### src/mtcb_ram.sv
// ----------------------------------------------------------------------------
// mtcb_ram
// generic simple dual-port ram, one write port, one registered read port
// ----------------------------------------------------------------------------
module mtcb_ram #(
   parameter int WIDTH = 8,
   parameter int DEPTH = 16
) (
   input  logic                                      clock,
   input  logic                                      wr_en,
   input  logic [((DEPTH > 1) ? $clog2(DEPTH) : 1)-1:0] wr_addr,
   input  logic [WIDTH-1:0]                          wr_data,
   input  logic                                      rd_en,
   input  logic [((DEPTH > 1) ? $clog2(DEPTH) : 1)-1:0] rd_addr,
   output logic [WIDTH-1:0]                          rd_data
);

   logic [WIDTH-1:0] mem_ff [DEPTH];
   logic [WIDTH-1:0] rd_data_ff;

   always_ff @(posedge clock) begin
      if (wr_en) begin
         mem_ff[wr_addr] <= wr_data;
      end
      if (rd_en) begin
         rd_data_ff <= mem_ff[rd_addr];
      end
   end

   assign rd_data = rd_data_ff;

endmodule

### config.mk
export PLATFORM = sky130hd
export DESIGN_NAME = mtcb_ram
export DESIGN_NICKNAME = d
export VERILOG_FILES = /design/src/mtcb_ram.sv
export SDC_FILE = /design/constraint.sdc
export NUM_CORES = 1
export LEC_CHECK = 0
export ABC_AREA = 1
export BUFFER_PORTS_ARGS = -buffer_cell sky130_fd_sc_hd__buf_2
export CORE_MARGIN = 2
export CORE_UTILIZATION = 45
export DETAILED_ROUTE_END_ITERATION = 8
export PLACE_DENSITY_LB_ADDON = 0.25
export SLEW_MARGIN = 20
export SYNTH_ARGS = -nofsm -noshare
export SYNTH_HDL_FRONTEND = slang
export SYNTH_SLANG_ARGS = --single-unit
### constraint.sdc
create_clock -name clock -period 3.2 [get_ports clock]
set_clock_uncertainty 0.05 [all_clocks]
set_input_delay 0.16 -clock clock [delete_from_list [all_inputs] [get_ports clock]]
set_output_delay 0.16 -clock clock [all_outputs]
set_load 0.01 [all_outputs]
==> run metrics <==
Final ANT Viol Nets 0; DRC violations left 0; antenna diode count 0; post-place setup slack 1.297 ns; total power 4.149 mW; dpl hpwl 7990 µm; Post-Route WL 12,960 µm; most used cell, CP nand3_1; WL/cell 17.05 µm; buffers added on ports 26; nature of the critical path endpoint flop; Starting DRT DRC Count 311; Max-slew headroom 39.34%; CP cell instances buf_2 -> inv_2 -> buf_4 -> nand2_1 -> nand3_1 -> nand3_1 -> nand3_1 -> nand2_1; R2R setup slack 1.93 ns; Final Util 52.23%; core area 0.01267 mm²; Synth top area share 69.85%; DR vias 3,735; status completed; drt first pass iters 5; arrival time worst endpoint 1.64 ns; final RePlAce weighted congestion 0.9188; Syn. warnings 0; initial antenna violation count 0; vias per cell 4.914; initial core utilization 46.14%; Worst-Skew Late Latency 0.42 ns; Seq/Total Area, Yosys 69.85%; H-tree Lvls 4; largest net degree at the start of global routing 65; MaxCap Viol Count 0; Setup Buffers After CTS 0; setup tns final 0 ns; post-synthesis cell count 551; Longest Clk Path Bufs 2; TritonCTS Sinks 136; Peak Freq 653.5 MHz; crit-path max FO 45; CTS tree built; Root Driver clkbuf_16; final hold vios 0; fin crit period 1.530 ns; CTS Buf Count 17; Worst Path Required 3.31 ns; Nets 594; worst setup margin 1.670 ns; num ports 27; P&R area growth vs syn 13.18%; DIE AREA 0.01392 mm²; reg2reg start mem_ff[0][0]; syn nets 570; clock transition at the registers of the reported paths 0.06 ns; Hold Buf Count CTS 0; Die X 118.0 µm; RSZ-0062 raised after global routing false; Power Density 626.9 mW/mm²; Crit Path Category input pin to flop; most frequent cells in the layout nand2_1 (173), edfxtp_1 (136), inv_1 (100); Die H 118.0 µm; period utilization 47.82%; Fillers 1,091; crit path launch rd_addr[0]; # resized after CTS 0; Final Slew Violations 0; worst hold path type input pin to flop; Lkg Pwr 2.822 nW; Synth Cell Area 0.005847 mm²; CP max stage delay 0.50 ns; ranking of synthesized cells by area edfxtp_1 (70%), nand2_1 (11%), nand3_1 (8.3%); cell taking the most area after synthesis edfxtp_1; syn_area_per_cell 10.61 µm²; startpoint of the worst hold path rd_en; vias in the first global route 3,569; VDD IR max 0.0003340 V; crit path launch type input pin; total track usage 19.83%; layout cells sized above 1 9.524%; Synth Register Bits 136; Final setup viols 0; # rows 41; gr ovfl total 0; slowest CP cell buf_4; measured slew at the worst slew-check pin 0.9066 ns; Yosys cell types 11; first-pass GRT wire length 20,500 µm; commonest non-fill, non-tap cell in the layout nand2_1
## routing by layer
| layer | vias to the layer above | routed length (µm) | track usage [%] |
|---|---|---|---|
| li1 | 1828 | - | - |
| met5 | - | 0 | 0 |
| met1 | 1737 | 5832 | 28.25 |
| met4 | 0 | 304 | 9.187 |
| met3 | 22 | 808 | 3.052 |
| met2 | 148 | 6014 | 30.05 |
## registers in the layout, indices dropped and copies added, names as in the netlist
register	count
mem_ff	128
rd_data	8
## path summary, 6_finish.rpt
| check | endpoint | cells past startpoint |
|---|---|---|
| min | rd_data[4] | 1 |
| max | rd_data[0] | 8 |
| max reg2reg | rd_data[0] | 6 |
| min reg2reg | rd_data[0] | 6 |
## layout make-up
| type | instances | area [µm²] | area share (%) |
|---|---|---|---|
| Inverter | 102 | 382.9 | 5.786 |
| Clock inverter | 12 | 132.6 | 2.004 |
| Tap cell | 172 | 215.2 | 3.252 |
| Sequential cell | 136 | 4084 | 61.71 |
| Timing Repair Buffer | 29 | 152.6 | 2.307 |
| Multi-Input combinational cell | 289 | 1214 | 18.34 |
| Clock buffer | 20 | 436.7 | 6.599 |
## where the power goes
part,switching (mW),internal [mW]
clock network,0.690,1.21
logic,0.172,0.0619
registers,0.0104,2.01
total,0.872,3.28
## worst max-delay path, delay by kind of cell
kind                   cells  cell delay, ns
buffers and inverters      3            0.86
AND/OR/NAND/NOR            5            0.60
## through the flow
| step | instances | cell area, µm² | hold WS, ns |
|---|---|---|---|
| 2_1_floorplan | 551 | 5847 | 0.2089 |
| 3_5_place_dp | 728 | 6048 | 0.4875 |
| 5_1_grt | 760 | 6618 | 0.06071 |
| 3_3_place_gp | 728 | 6048 | 0.4844 |
| 6_report | 760 | 6618 | 0.06103 |
| 4_1_cts | 760 | 6618 | 0.05381 |
## synth_stat cells
master    count
nand3_1      97
buf_4         4
inv_2         2
buf_6         6
nand3b_1      2
buf_1         1
inv_1       100
edfxtp_1    136
nor2_1       17
buf_2        13
nand2_1     173
## kinds of logic after synthesis
kind of cell	Yosys count	share of synthesized area [%]
buffers and inverters	126	9.394
DFF	136	69.85
and+or+nand+nor	289	20.76
No activity file was read; power rests on OpenSTA's default activity.
